[src/rtl/ouart_pkg.sv]
`default_nettype none
package ouart_pkg;

  // frame format
  localparam int DATA_BITS          = 8;
  localparam int TICKS_PER_BIT      = 3;
  localparam int FIRST_SAMPLE_TICKS = 4;

  // counter and byte widths
  localparam int TICK_W = 5;
  localparam int BITS_W = 4;
  localparam int BYTE_W = 8;

  // receiver phases
  localparam logic [1:0] PH_OFF  = 2'd0;
  localparam logic [1:0] PH_HUNT = 2'd1;
  localparam logic [1:0] PH_DATA = 2'd2;
  localparam logic [1:0] PH_STOP = 2'd3;

  // one result per tick
  typedef struct packed {
    logic              byte_valid;
    logic [BYTE_W-1:0] byte_value;
  } rx_result_t;

endpackage
`default_nettype wire

[src/rtl/ouart_core.sv]
`default_nettype none
module ouart_core
  import ouart_pkg::*;
(
  input  wire logic       clk,
  input  wire logic       rst,
  input  wire logic       step,
  input  wire logic       rx_line,
  input  wire logic       cfg_we,
  input  wire logic       cfg_wdata,
  output rx_result_t      result
);

  logic [1:0]           rx_phase;
  logic [1:0]           rx_phase_next;
  logic [TICK_W-1:0]    tick_countdown;
  logic [TICK_W-1:0]    tick_countdown_next;
  logic [BITS_W-1:0]    bits_left;
  logic [BITS_W-1:0]    bits_left_next;
  logic [DATA_BITS-1:0] shift_reg;
  logic [DATA_BITS-1:0] shift_reg_next;
  logic [TICK_W-1:0]    tick_dec;
  logic [BITS_W-1:0]    bits_dec;
  logic                 tick_expired;

  // down-counters wrap as plain counters do
  assign tick_dec     = tick_countdown - TICK_W'(1);
  assign bits_dec     = bits_left - BITS_W'(1);
  assign tick_expired = (tick_dec == '0);

  // per-tick state update and result
  always_comb begin
    rx_phase_next       = rx_phase;
    tick_countdown_next = tick_countdown;
    bits_left_next      = bits_left;
    shift_reg_next      = shift_reg;
    result.byte_valid   = 1'b0;
    result.byte_value   = '0;
    if (cfg_we) begin
      // enable write: disable aborts, enable starts hunting from off
      if (!cfg_wdata) begin
        rx_phase_next = PH_OFF;
      end else if (rx_phase == PH_OFF) begin
        rx_phase_next = PH_HUNT;
      end
    end else if (step) begin
      unique case (rx_phase)
        PH_HUNT: begin
          if (!rx_line) begin
            tick_countdown_next = TICK_W'(FIRST_SAMPLE_TICKS);
            bits_left_next      = BITS_W'(DATA_BITS);
            rx_phase_next       = PH_DATA;
          end
        end
        PH_DATA: begin
          tick_countdown_next = tick_dec;
          if (tick_expired) begin
            tick_countdown_next = TICK_W'(TICKS_PER_BIT);
            shift_reg_next      = {rx_line, shift_reg[DATA_BITS-1:1]};
            bits_left_next      = bits_dec;
            if (bits_dec == '0) begin
              rx_phase_next = PH_STOP;
            end
          end
        end
        PH_STOP: begin
          tick_countdown_next = tick_dec;
          if (tick_expired) begin
            tick_countdown_next = TICK_W'(TICKS_PER_BIT);
            // low stop bit just rechecks one bit time later
            if (rx_line) begin
              rx_phase_next     = PH_HUNT;
              result.byte_valid = 1'b1;
              result.byte_value = BYTE_W'(shift_reg);
            end
          end
        end
        default: begin
          // disabled: line ignored
        end
      endcase
    end
  end

  // state registers
  always_ff @(posedge clk) begin
    if (rst) begin
      rx_phase       <= PH_OFF;
      tick_countdown <= '0;
      bits_left      <= '0;
      shift_reg      <= '0;
    end else begin
      rx_phase       <= rx_phase_next;
      tick_countdown <= tick_countdown_next;
      bits_left      <= bits_left_next;
      shift_reg      <= shift_reg_next;
    end
  end

endmodule
`default_nettype wire

[src/rtl/ouart_out_reg.sv]
`default_nettype none
module ouart_out_reg
  import ouart_pkg::*;
(
  input  wire logic              clk,
  input  wire logic              rst,
  input  wire logic              in_valid,
  output logic                   in_ready,
  output logic                   step,
  input  wire rx_result_t        result,
  output logic                   out_valid,
  input  wire logic              out_ready,
  output logic                   byte_valid,
  output logic [BYTE_W-1:0]      byte_value
);

  rx_result_t held;

  // take a new request whenever the result slot is free or draining
  assign in_ready = !out_valid || out_ready;
  assign step     = in_valid && in_ready;

  // result slot
  always_ff @(posedge clk) begin
    if (rst) begin
      out_valid <= 1'b0;
    end else if (in_ready) begin
      out_valid <= in_valid;
    end
  end

  always_ff @(posedge clk) begin
    if (step) begin
      held <= result;
    end
  end

  assign byte_valid = held.byte_valid;
  assign byte_value = held.byte_value;

endmodule
`default_nettype wire

[src/rtl/oversampled_uart_receiver_unit.sv]
`default_nettype none
// Oversampled UART receiver, 8 data bits, one stop bit, LSB first.
// Input channel: one request per oversampling tick (in_valid/in_ready),
//   carrying rx_line, the sampled line level for that tick.
// Output channel: exactly one result per request (out_valid/out_ready):
//   byte_valid is 1 on the tick that completes a frame, with the byte in
//   byte_value; otherwise byte_valid and byte_value are 0.
// Configuration: cfg_we writes cfg_wdata as the receiver enable, held in the phase.
//   Enabling starts the hunt for a start bit from off; disabling aborts any frame.
// Timing: the result of a request is on the output in the cycle after it is
//   accepted. Throughput: one request per cycle while out_ready allows, with a
//   combinational phase and counter update before the result register.
// Reset: the receiver is disabled, counters and shift register are cleared,
//   and the result register is empty.
// Stall: when the result waits and out_ready is low, in_ready drops and
//   the result holds; in_ready returns the cycle the result is taken.
module oversampled_uart_receiver_unit
  import ouart_pkg::*;
(
  input  wire logic              clk,
  input  wire logic              rst,
  input  wire logic              cfg_we,
  input  wire logic              cfg_wdata,
  input  wire logic              in_valid,
  output logic                   in_ready,
  input  wire logic              rx_line,
  output logic                   out_valid,
  input  wire logic              out_ready,
  output logic                   byte_valid,
  output logic [BYTE_W-1:0]      byte_value
);

  rx_result_t result;
  logic       step;

  // frame decoder and receiver state
  ouart_core u_core (
    .clk       (clk),
    .rst       (rst),
    .step      (step),
    .rx_line   (rx_line),
    .cfg_we    (cfg_we),
    .cfg_wdata (cfg_wdata),
    .result    (result)
  );

  // result register and handshake
  ouart_out_reg u_out (
    .clk        (clk),
    .rst        (rst),
    .in_valid   (in_valid),
    .in_ready   (in_ready),
    .step       (step),
    .result     (result),
    .out_valid  (out_valid),
    .out_ready  (out_ready),
    .byte_valid (byte_valid),
    .byte_value (byte_value)
  );

endmodule
`default_nettype wire

[config.mk]
export PLATFORM = sky130hd
export DESIGN_NAME = oversampled_uart_receiver_unit
export DESIGN_NICKNAME = d
export VERILOG_FILES = /design/src/rtl/ouart_pkg.sv /design/src/rtl/ouart_core.sv /design/src/rtl/ouart_out_reg.sv /design/src/rtl/oversampled_uart_receiver_unit.sv
export SDC_FILE = /design/constraint.sdc
export NUM_CORES = 1
export LEC_CHECK = 0
export ABC_AREA = 1
export BUFFER_PORTS_ARGS = -buffer_cell sky130_fd_sc_hd__buf_4
export CELL_PAD_IN_SITES_DETAIL_PLACEMENT = 1
export CELL_PAD_IN_SITES_GLOBAL_PLACEMENT = 1
export CORE_UTILIZATION = 44
export CTS_CLUSTER_SIZE = 20
export DETAILED_ROUTE_END_ITERATION = 10
export GPL_ROUTABILITY_DRIVEN = 0
export GPL_TIMING_DRIVEN = 0
export PLACE_DENSITY = 0.86
export SETUP_SLACK_MARGIN = 0.05
export SLEW_MARGIN = 40
export SYNTH_ARGS = -nofsm -noshare
export SYNTH_HDL_FRONTEND = slang
export SYNTH_SLANG_ARGS = --single-unit
[constraint.sdc]
create_clock -name clk -period 3.3 [get_ports clk]
set_input_delay 0.825 -clock clk [delete_from_list [all_inputs] [get_ports clk]]
set_output_delay 0.825 -clock clk [all_outputs]
set_load 0.05 [all_outputs]
After elaboration in Yosys (flattened, before gate mapping)
Index checks and enable logic that the tools add are counted.
{ "word_totals": {"ff_bits": 29, "input_bits": 7, "out_inout_bits": 11} }
{ "op_classes": {"n_addsub": 2, "eq_ne": 11, "mux": 17, "bitwise": 4, "n_reduce_logical": 17} }
{ "ops": {"columns": ["operator", "count"], "rows": [
  ["$mux 2", 9],
  ["$ne 3x2->1 const B", 4],
  ["$mux 5", 2],
  ["$pmux 5 s2", 1],
  ["$mux 9", 1],
  ["$mux 4", 2],
  ["$pmux 4 s2", 1],
  ["$reduce_and 4->1", 2],
  ["$reduce_and 8->1", 1],
  ["$ne 3x3->1 const B", 2],
  ["$pmux 2 s3", 1],
  ["$reduce_bool 2->1", 3],
  ["$logic_not 5->1", 1],
  ["$reduce_and 5->1", 1],
  ["$sub 5x1->5 const B", 1],
  ["$eq 2x2->1 const B", 2],
  ["$logic_not 4->1", 1],
  ["$not 1->1", 4],
  ["$reduce_bool 4->1", 1],
  ["$reduce_or 4->1", 1],
  ["$sub 4x1->4 const B", 1],
  ["$reduce_or 3->1", 1],
  ["$eq 2x1->1 const B", 1],
  ["$logic_not 2->1", 1],
  ["6 further kinds", 6]
]} }

Depth between registers and ports, before layout
Gate-level depths: netlist (run 1).
{ "depth": {"ltp_word": 7, "mapped_depth": 13, "depth_no_buf": 13} }

Hierarchy
From an unflattened synthesis (run 1), not the netlist that was laid out.
{ "unflattened": {"hier_cells": 194, "hier_area_um2": 1438.9} }
{ "modules_own_cells": {"columns": ["module", "instances", "cells_each", "area_per_inst_um2"], "rows": [
  ["ouart_core", 1, 179, 1121.1],
  ["ouart_out_reg", 1, 15, 317.8]
]} }

Least setup slack after synthesis (run 1)
Ideal clock, no wire load.
{ "synth_timing": {"kind": "input to output", "from": "in out_ready", "to": "out in_ready", "t_arrival_ps": 1232, "required_time_ps": 2475, "slack_ps": 1243, "cell_stages": 2, "cell_sequence": "inv_1 > nand2_1"} }
{ "synth_via": {"elab_chain_cells": 1} }
{ "synth_lines": {"columns": ["element", "line_no", "text"], "rows": [
  ["start, declared", "oversampled_uart_receiver_unit.sv:28", "input wire logic out_ready,"],
  ["$logic_or 1x1->1", "ouart_out_reg.sv:20", "assign in_ready = !out_valid || out_ready;"],
  ["end, declared", "oversampled_uart_receiver_unit.sv:25", "output logic in_ready,"]
]} }
Every way passes these cells.

Final worst setup path (run 1)
Same ends and word-level chain as after synthesis.

==> metrics.yaml, run 1 <==
worst_setup_path:
  cp_max_fo: 2
  critPathLaunchType: "input port"
  critPathArrivalTime_ns: 1.33
  worstSetupPathType: "input port to output pin"
  end_kind: "output pin"
  reg2reg_depth: 10
  required_ns: 2.47
worst_hold_path:
  holdCritPathClass: "flop to flop"
  whs_path_depth: 2
floorplan:
  die-area_um2: 3660
  core_area_um2: 3150
  die-height_um: 60.5
  rows: 20
  initial_core_util_pct: 47.7
  ios: 18
  dieWidth_um: 60.5
grt:
  grt_max_degree: 13
  grt.overflow.total: 0
  antenna_found_initial: 0
  grt_pass1_wl_um: 6400
  grt_pass1_vias: 1418
  grt_usage_pct: 24.5
run:
  drv_cap: 0
cells_and_area:
  nNetsFinal: 237
  regArea_um2: 671
  fillCellCount: 426
  syn_to_final_growth_pct: 15.6
  multiInputGateArea_um2: 694
  final_util_pct: 55.2
  drive_above_1_share_pct: 18.9
  n_antenna_cell: 0
detailed_routing:
  wl_met2_um: 2150
  drt_iter0_markers: 30
  routed_wirelength_um: 3910
  postRouteAntennaNets: 0
  wl_met3_um: 132
  top_layer: "met4"
  via_per_inst: 5.05
  vias: 1369
  wl_met1_um: 1610
  wire_per_inst_um: 14.4
  remaining_drc_errors: 0
  dr.pass1.iters: 4
synthesis:
  yosysWarnings: 0
  synth_cell_types: 28
  synth_fp_nets: 214
  ys_top_cells_by_area: "dfxtp_1 27%, edfxtp_1 18%, nand2_1 13%"
  syn_inst: 203
  ys_ff_latch: 29
  ys_seq_area_share_pct: 44.6
  yosysTopAreaCell: "dfxtp_1"
  synth_area_um2: 1500
  syn_area_per_cell_um2: 7.41
  netlist.area_leader.share_pct: 26.6
placed_design:
  dpl.hpwl_um: 3040
  port-buffer-count: 16
power:
  peakVddDrop_v: 0.000226
  power.density_nw_per_um2: 460
  leakage_uw: 0.000700
sta:
  setup_tns_ns: 0
  rsz0062_at_grt: "false"
  fin_skew_ns: 0.0103
  hold_viol: 0
  hold_ws_ns: 0.493
  timing.final.crit_period_ns: 2.15
  relSlewSlack_pct: 67.3
  max_freq_mhz: 464
  worstMarginPinSlew_ns: 0.490
  period_share_pct: 65.2
  slew_viol_final: 0
  setup_violations: 0
clock_tree:
  cts.sinks: 29
  cts_max_level: 2
  clkTransAtPathRegs_ns: 0.10
  cts_made_buffers: 5
  cts_resized: 0
  cts-hold-fix-buffers: 0
  clock_path_buffers: 2
  cts_setup_buffers: 0
  clkLatencyLatePin_ns: 0.33
  cts_root_buf: "clkbuf_4"
  tritoncts: "yes"
run_status:
  status: "complete, no violations"
[power breakdown]
group	leakage (uW)	total, uW	internal, uW	switching [uW]
combinational	0.000413	178	53.6	124
sequential	0.000252	394	383	11.2
clock	0.0000357	228	100	128
[placed cells by master, fill, tap and decap left out]
cell type,count
clkbuf_1,1
ha_1,4
o21ai_0,2
clkinv_2,1
a21oi_4,1
dfxtp_1,20
clkbuf_8,1
buf_2,2
nand3_2,1
or2_2,1
buf_4,16
inv_2,5
nand2_1,54
o22ai_1,1
a31oi_1,1
nand3b_1,1
clkbuf_4,5
nor2_2,2
inv_1,26
nand2_2,1
clkinv_1,1
a31oi_2,1
nor2_1,28
nand4_2,1
nand3_4,1
nand4_1,1
edfxtp_1,9
a21oi_1,21
nor3_1,2
nand3_1,12
o21ai_2,1
nor2_4,2
clkinv_4,1
[layer usage]
metal | vias to the layer above | track usage, %
li1 | 686 | -
met1 | 657 | 26.8
met2 | 24 | 46.3
met3 | 2 | 5.54
met4 | 0 | 8.12
met5 | - | 0
[path summary, 6_finish.rpt]
check | to | start | slack (ns)
setup / recovery | in_ready | out_ready | 1.15
hold / removal | u_core.shift_reg[4] | u_core.shift_reg[5] | 0.49
setup reg to reg | u_out.byte_value[2] | u_core.tick_countdown[0] | 1.35
hold reg to reg | u_core.shift_reg[4] | u_core.shift_reg[5] | 0.49
[metrics by stage]
stage | instances | total power (uW) | setup slack [ns] | area [um2]
floorplan | 203 | 531 | 1.24 | 1500
global route | 271 | 844 | 1.10 | 1740
finish | 271 | 800 | 1.15 | 1740
global placement | 263 | 568 | 1.01 | 1680
CTS | 271 | 808 | 1.14 | 1740
detailed placement | 263 | 579 | 0.890 | 1680
[cells in the mapped netlist (all sizes together)]
cell,instances
buf,2
edfxtp,9
nor2,32
o21ai,3
inv,31
dfxtp,20
a31oi,2
nand3b,1
ha,4
nand3,14
nand4,2
clkbuf,1
nand2,55
a21oi,22
nor3,2
clkinv,1
o22ai,1
or2,1
[cells by family after synthesis]
| family | count (synthesis) | synth area share (%) |
|---|---|---|
| and+or+nand+nor | 107 | 31.9 |
| adders and majority gates | 4 | 3.33 |
| DFF | 29 | 44.6 |
| buffers and inverters | 35 | 9.23 |
| AOI/OAI and AO/OA | 28 | 11.0 |
[layout make-up]
type / instances / share of cell area, %
Tap cell: 44 / 3.17
Inverter: 32 / 7.19
Clock inverter: 2 / 0.504
Sequential cell: 29 / 38.6
Buffer: 3 / 0.791
Multi-Input combinational cell: 139 / 39.9
Timing Repair Buffer: 16 / 6.91
Clock buffer: 6 / 2.95
[worst max-delay path: stages]
cell and delay (ns):
buf_4 0.11, inv_1 0.11, nand2_1 0.09, buf_4 0.20
No activity file was read; power rests on OpenSTA's default activity.
==> inputs of run 2 (changes only) <==
--- a/config.mk
+++ b/config.mk
@@ -5,16 +5,16 @@
 export SDC_FILE = /design/constraint.sdc
 export NUM_CORES = 1
 export LEC_CHECK = 0
-export ABC_AREA = 1
+export ABC_AREA = 0
 export BUFFER_PORTS_ARGS = -buffer_cell sky130_fd_sc_hd__buf_4
 export CELL_PAD_IN_SITES_DETAIL_PLACEMENT = 1
 export CELL_PAD_IN_SITES_GLOBAL_PLACEMENT = 1
-export CORE_UTILIZATION = 44
+export CORE_UTILIZATION = 43
 export CTS_CLUSTER_SIZE = 20
 export DETAILED_ROUTE_END_ITERATION = 10
 export GPL_ROUTABILITY_DRIVEN = 0
 export GPL_TIMING_DRIVEN = 0
-export PLACE_DENSITY = 0.86
+export PLACE_DENSITY = 0.81
 export SETUP_SLACK_MARGIN = 0.05
 export SLEW_MARGIN = 40
 export SYNTH_ARGS = -nofsm -noshare
==> constraint.sdc (replaced) <==
create_clock -name clk -period 2 [get_ports clk]
set_input_delay 0.5 -clock clk [delete_from_list [all_inputs] [get_ports clk]]
set_output_delay 0.5 -clock clk [all_outputs]
set_load 0.05 [all_outputs]
==> run 2 against run 1 <==
Clock skew is essentially flat. Die area shrank 3.2%. Area after synthesis shrank 5.5%. Non-clock buffer count grew 11. Sequential power grew 58%. Register-to-register slack lost 1.3 ns. Utilization grew 3.9 points. First-iteration DRC count shrank 3.3%. Final area grew 5.3%. Largest cell class unchanged. Highest routed layer unchanged.
==> metrics.yaml, run 2 <==
run_status:
  status: "complete, no violations"
floorplan:
  initial_core_util_pct: 45.8  # -1.9 points
  die-area_um2: 3540  # -3.2%
  dieWidth_um: 59.5  # -1.6%
  ios: 18  # unchanged
  die-height_um: 59.5  # -1.6%
  core_area_um2: 3100  # -1.6%
  rows: 20  # unchanged
detailed_routing:
  via_per_inst: 5.45  # +7.8%
  postRouteAntennaNets: 0  # unchanged
  dr.pass1.iters: 4  # unchanged
  vias: 1220  # -11%
  wire_per_inst_um: 16.4  # +14%
  drt_iter0_markers: 29  # -3.3%
  remaining_drc_errors: 0  # unchanged
  routed_wirelength_um: 3670  # -6.1%
synthesis:
  synthFlopType: "dfxtp_1"
  async_flop_share_pct: 0  # unchanged
  yosysWarnings: 0  # unchanged
  synth_most_common_cell: "dfxtp_1"
  synth_common_cells: "20 x dfxtp_1, 16 x nor2_1, 11 x and2_1"
  ys_top_cells_by_area: "dfxtp_1 28%, edfxtp_1 19%, mux2i_1 7.0%"
  netlist.area_leader.share_pct: 28.2  # +1.5 points
  synth_edf_count: 9  # unchanged
  syn_inst: 147  # -28%
  ys_ff_latch: 29  # unchanged
  synth_area_um2: 1420  # -5.5%
  synth_cell_types: 40  # +43%
  syn_area_per_cell_um2: 9.67  # +31%
  yosysTopAreaCell: "dfxtp_1"
  ys_seq_area_share_pct: 47.2  # +2.6 points
  synth_fp_nets: 158  # -26%
placed_design:
  port-buffer-count: 16  # unchanged
  dpl.hpwl_um: 2400  # -21%
  placed_cell_area_um2: 1600  # -4.8%
  place_ws_ns: -0.274  # -1.16 ns
cells_and_area:
  nNetsFinal: 190  # -20%
  finalInstanceArea_um2: 1830  # +5.3%
  final_util_pct: 59.0  # +3.9 points
  drive_above_1_share_pct: 29.4  # +11 points
  n_antenna_cell: 0  # unchanged
  layout_common_cells: "25 x buf_4, 18 x dfxtp_1, 16 x nor2_1, 11 x and2_1"
  syn_to_final_growth_pct: 28.9
  fillCellCount: 382  # -10%
  final_common_cell: "buf_4"
power:
  leakage_uw: 0.000667  # -4.7%
  peakVddDrop_v: 0.000404  # +78%
  power.density_nw_per_um2: 595  # +29%
grt:
  grt_pass1_vias: 1135  # -20%
  grt.overflow.total: 0  # unchanged
  grt_max_degree: 11  # -2
  grt_usage_pct: 21.4  # -3.1 points
  antenna_found_initial: 0  # unchanged
  grt_pass1_wl_um: 5410  # -16%
clock_tree:
  tritoncts: "yes"
  clkTransAtPathRegs_ns: 0.10  # about the same
  cts.sinks: 29  # unchanged
  cts_max_level: 2  # unchanged
  cts_made_buffers: 5  # unchanged
  cts_root_buf: "clkbuf_4"
  clock_path_buffers: 2  # unchanged
  cts-hold-fix-buffers: 0  # unchanged
  clkLatencyLatePin_ns: 0.34  # about the same
sta:
  relSlewSlack_pct: 60.9  # -6.4 points
  timing.final.crit_period_ns: 1.97
  worstMarginPinSlew_ns: 0.586  # +0.0957 ns
  setup_violations: 0  # unchanged
  worst_slack_ns: 0.0263  # -1.12 ns
  fin_skew_ns: 0.00989  # -0.000368 ns
  period_share_pct: 98.7
  max_freq_mhz: 507
  hold_viol: 0  # unchanged
  rsz0062_at_grt: "true"
  slew_viol_final: 0  # unchanged
worst_setup_path:
  end_kind: "flop"
  required_ns: 2.22  # -0.25 ns
  critPathArrivalTime_ns: 2.20  # +0.87 ns
  cp_max_fo: 4  # +2
  worstSetupPathType: "flop to flop"
  regToRegSetupSlack_ns: 0.03  # -1.32 ns
  critPathLaunchType: "flop"
run:
  drv_cap: 0  # unchanged
worst_hold_path:
  holdCritPathClass: "input port to flop"
==> run 2: changes by cell type in the layout (fill, tap and decap cells not counted), moves of 8 or more <==
| cell | previous run | this run |
|---|---|---|
| nand2_1 | 54 | 7 |
| mux2i_1 | 0 | 8 |
| buf_4 | 16 | 25 |
| a21oi_1 | 21 | 9 |
| nor2_1 | 28 | 16 |
| inv_1 | 26 | 7 |
| nand3_1 | 12 | 2 |
| and2_1 | 0 | 11 |
==> run 2: kinds of logic after synthesis <==
family	Yosys count	synth area share [%]
fa+ha+maj	4	3.52
flops	29	47.2
xor+xnor	1	0.616
compound gates	32	15.2
simple gates	57	22.4
buf+inv	14	4.05
mux	10	7.04
==> run 2: final timing paths <==
kind / from / to / cells after the start
max: u_core.tick_countdown[1] / u_core.shift_reg[7] / 9
min: in_valid / u_out.out_valid / 3
max reg2reg: u_core.tick_countdown[1] / u_core.shift_reg[7] / 9
min reg2reg: u_core.bits_left[3] / u_core.bits_left[3] / 2
==> run 2: critical path, cell delays in order (launching register included) <==
cell and delay (ns):
dfxtp_2 0.37, inv_4 0.06, ha_4 0.17, nor4b_4 0.27, nand4_1 0.16, buf_4 0.18
a21oi_4 0.17, clkbuf_4 0.20, mux2i_1 0.22, nor2_1 0.06
==> run 2: repair_timing <==
action / 4_1_cts / 5_1_grt
setup buffers: 3 / 5
resized for setup: 12 / 13
endpoints found under the setup margin: 21 / 20
cloned: 0 / 1
pin swaps: 2 / 7
==> run 2: final cells by class <==
class | instances | area (um2) | area share (%)
Sequential cell | 29 | 676 | 36.9
Buffer | 5 | 31.3 | 1.71
Inverter | 9 | 36.3 | 1.98
Timing Repair Buffer | 25 | 188 | 10.2
Clock buffer | 6 | 41.3 | 2.25
Clock inverter | 2 | 10.0 | 0.546
Tap cell | 44 | 55.1 | 3.01
Multi-Input combinational cell | 104 | 795 | 43.4
==> run 2: stage by stage <==
| step | hold slack, ns | TNS (ns) | cells | power [uW] |
|---|---|---|---|---|
| floorplan | 0.452 | 0 | 147 | 711 |
| global placement | 0.466 | -1.98 | 207 | 747 |
| detailed placement | 0.489 | -3.83 | 207 | 750 |
| CTS | 0.424 | 0 | 218 | 1090 |
| global route | 0.424 | -0.328 | 224 | 1130 |
| finish | 0.425 | 0 | 224 | 1090 |
==> run 2: power by group <==
part / total [uW] / internal (uW) / switching, uW
Sequential: 624 / 616 / 7.48
Combinational: 115 / 35.6 / 79.3
Clock: 351 / 134 / 218
==> run 2: per-layer routing <==
metal | track usage, % | routed length, um
met1 | 24.7 | 1570
met2 | 36.6 | 1930
met3 | 7.21 | 120
met4 | 7.97 | 50
met5 | 0 | 0
==> inputs of run 3 (changes only) <==
--- a/config.mk
+++ b/config.mk
@@ -15,7 +15,7 @@
 export GPL_ROUTABILITY_DRIVEN = 0
 export GPL_TIMING_DRIVEN = 0
 export PLACE_DENSITY = 0.81
-export SETUP_SLACK_MARGIN = 0.05
+export SETUP_SLACK_MARGIN = 0.02
 export SLEW_MARGIN = 40
 export SYNTH_ARGS = -nofsm -noshare
 export SYNTH_HDL_FRONTEND = slang
==> run 3 against run 2 <==
Clock skew rose by 0.00063 ns. First-iteration DRC count rose by 3.4%. Combinational power barely moved. Global-route usage fell by 0.46 points. Sequential share of layout area rose by 1.4 points. Power fell by 0.44%. Die area did not move. Critical path type unchanged. Largest power group unchanged.
==> metrics.yaml, run 3 (same netlist as run 2, synthesis figures left out) <==
run_status:
  status: "complete, no violations"
detailed_routing:
  drt_iter0_markers: 30  # +3.4%
  via_per_inst: 5.48  # +0.69%
  remaining_drc_errors: 0  # unchanged
  dr.pass1.iters: 4  # unchanged
  routed_wirelength_um: 3540  # -3.6%
  postRouteAntennaNets: 0  # unchanged
  wire_per_inst_um: 16.0  # -2.3%
  vias: 1212  # -0.66%
cells_and_area:
  final_common_cell: "buf_4"
  drive_above_1_share_pct: 26.6  # -2.9 points
  nNetsFinal: 187  # -1.6%
  n_antenna_cell: 0  # unchanged
  syn_to_final_growth_pct: 24.6
  layout_common_cells: "23 x buf_4, 18 x dfxtp_1, 16 x nor2_1, 11 x and2_1, 10 x mux2i_1"
sta:
  worstMarginPinSlew_ns: 0.556  # -0.0299 ns
  worst_slack_ns: 0.0961  # +0.0697 ns
  fin_skew_ns: 0.0105  # +0.000627 ns
  setup_violations: 0  # unchanged
  rsz0062_at_grt: "true"
  max_freq_mhz: 525  # +3.7%
  hold_ws_ns: 0.426  # +0.000655 ns
  period_share_pct: 95.2  # -3.5 points
  timing.final.crit_period_ns: 1.90  # -0.0697 ns
  hold_viol: 0  # unchanged
  slew_viol_final: 0  # unchanged
  setup_tns_ns: 0  # unchanged
  relSlewSlack_pct: 62.9  # +2.0 points
floorplan:
  rows: 20  # unchanged
  ios: 18  # unchanged
  dieWidth_um: 59.5  # unchanged
  die-height_um: 59.5  # unchanged
  die-area_um2: 3540  # unchanged
  core_area_um2: 3100  # unchanged
  initial_core_util_pct: 45.8  # unchanged
clock_tree:
  clock_path_buffers: 2  # unchanged
  cts-hold-fix-buffers: 0  # unchanged
  cts_root_buf: "clkbuf_4"
  clkLatencyLatePin_ns: 0.34  # about the same
  cts.sinks: 29  # unchanged
  cts_made_buffers: 5  # unchanged
  clkTransAtPathRegs_ns: 0.09  # about the same
  cts_max_level: 2  # unchanged
  tritoncts: "yes"
worst_setup_path:
  critPathLaunchType: "flop"
  reg2reg_depth: 8  # -1
  regToRegSetupSlack_ns: 0.1  # +0.07 ns
  end_kind: "flop"
  crit_start: "u_core.tick_countdown[0]"
  path_cells: "inv_2 > ha_4 > nor4b_4 > nand4_1 > buf_4 > a2111oi_4 > o21ai_1 > a211oi_2"
  cp-endpoint: "u_core.bits_left[3]"
  critical_path.max_stage_delay_ns: 0.39  # +0.02 ns
  required_ns: 2.27  # +0.05 ns
  cp_max_fo: 5  # +1
  crit_slowest_cell: "dfxtp_4"
  reg2reg_to: "u_core.bits_left[3]"
  worstSetupPathType: "flop to flop"
  critPathArrivalTime_ns: 2.17  # -0.03 ns
  rr_startpoint: "u_core.tick_countdown[0]"
power:
  power.density_nw_per_um2: 613  # +2.9%
  leakage_uw: 0.000649  # -2.7%
  peakVddDrop_v: 0.000399  # -1.2%
grt:
  grt_pass1_vias: 1107  # -2.5%
  grt_pass1_wl_um: 5300  # -2.0%
  antenna_found_initial: 0  # unchanged
  grt.overflow.total: 0  # unchanged
  grt_max_degree: 11  # unchanged
  grt_usage_pct: 20.9  # -0.46 points
placed_design:
  port-buffer-count: 16  # unchanged
  place_ws_ns: -0.274  # unchanged
  dpl.hpwl_um: 2400  # unchanged
worst_hold_path:
  holdCritPathClass: "input port to flop"
run:
  drv_cap: 0  # unchanged
==> run 3: power breakdown <==
group	switching (uW)	internal (uW)	total, uW
registers	8.04	615	623
clock network	214	134	348
logic	79.0	35.5	115
==> run 3: repair_timing <==
| item | 4_1_cts | 5_1_grt |
|---|---|---|
| resized for setup | 8 | 11 |
| endpoints found under the setup margin | 21 | 17 |
| pin swaps | 2 | 3 |
| buffers inserted | 2 | 4 |
==> run 3: area by class of cell <==
cell class	instances	area [um2]
fillers	384	1330
multi-input cells	104	754
flip-flops and latches	29	678
repair buffers	22	165
well taps	44	55.1
clock buffers	6	41.3
inverters	9	36.3
plain buffers	5	31.3
clock inverters	2	10.0
==> run 3: worst min-delay path by stage <==
stage                         from                   to  slack (ns)  depth (start not counted)
2_1_floorplan  u_core.shift_reg[0]  u_core.shift_reg[0]        0.45                          2
3_3_place_gp   u_core.shift_reg[0]  u_core.shift_reg[0]        0.47                          2
3_5_place_dp   u_core.bits_left[3]  u_core.bits_left[3]        0.49                          2
4_1_cts                   in_valid      u_out.out_valid        0.42                          3
5_1_grt                   in_valid      u_out.out_valid        0.43                          3
6_report                  in_valid      u_out.out_valid        0.43                          3
==> run 3: worst max-delay path, delay by kind of cell, from the launching register on <==
family | cells | cell delay (ns)
adder cells (fa/ha/maj) | 1 | 0.16
AND/OR/NAND/NOR | 2 | 0.39
flip-flops | 1 | 0.39
AO/OA/AOI/OAI | 3 | 0.63
buffers and inverters | 2 | 0.25
==> run 3: layer usage <==
metal / vias to the layer above / part of all wire (%) / global-route usage [%]
li1: 585 / - / -
met1: 602 / 45 / 24.6
met2: 20 / 51 / 35.2
met3: 5 / 3.1 / 7.21
met4: 0 / 1.4 / 7.97
met5: - / 0 / 0
==> run 3: stage by stage <==
stage | utilization, % | area (um2) | total power, uW | instances
finish | 57.1 | 1770 | 1090 | 221
global route | 57.1 | 1770 | 1130 | 221
CTS | 54.8 | 1700 | 1090 | 217
detailed placement | 51.5 | 1600 | 750 | 207
global placement | 51.5 | 1600 | 747 | 207
floorplan | - | 1420 | 711 | 147
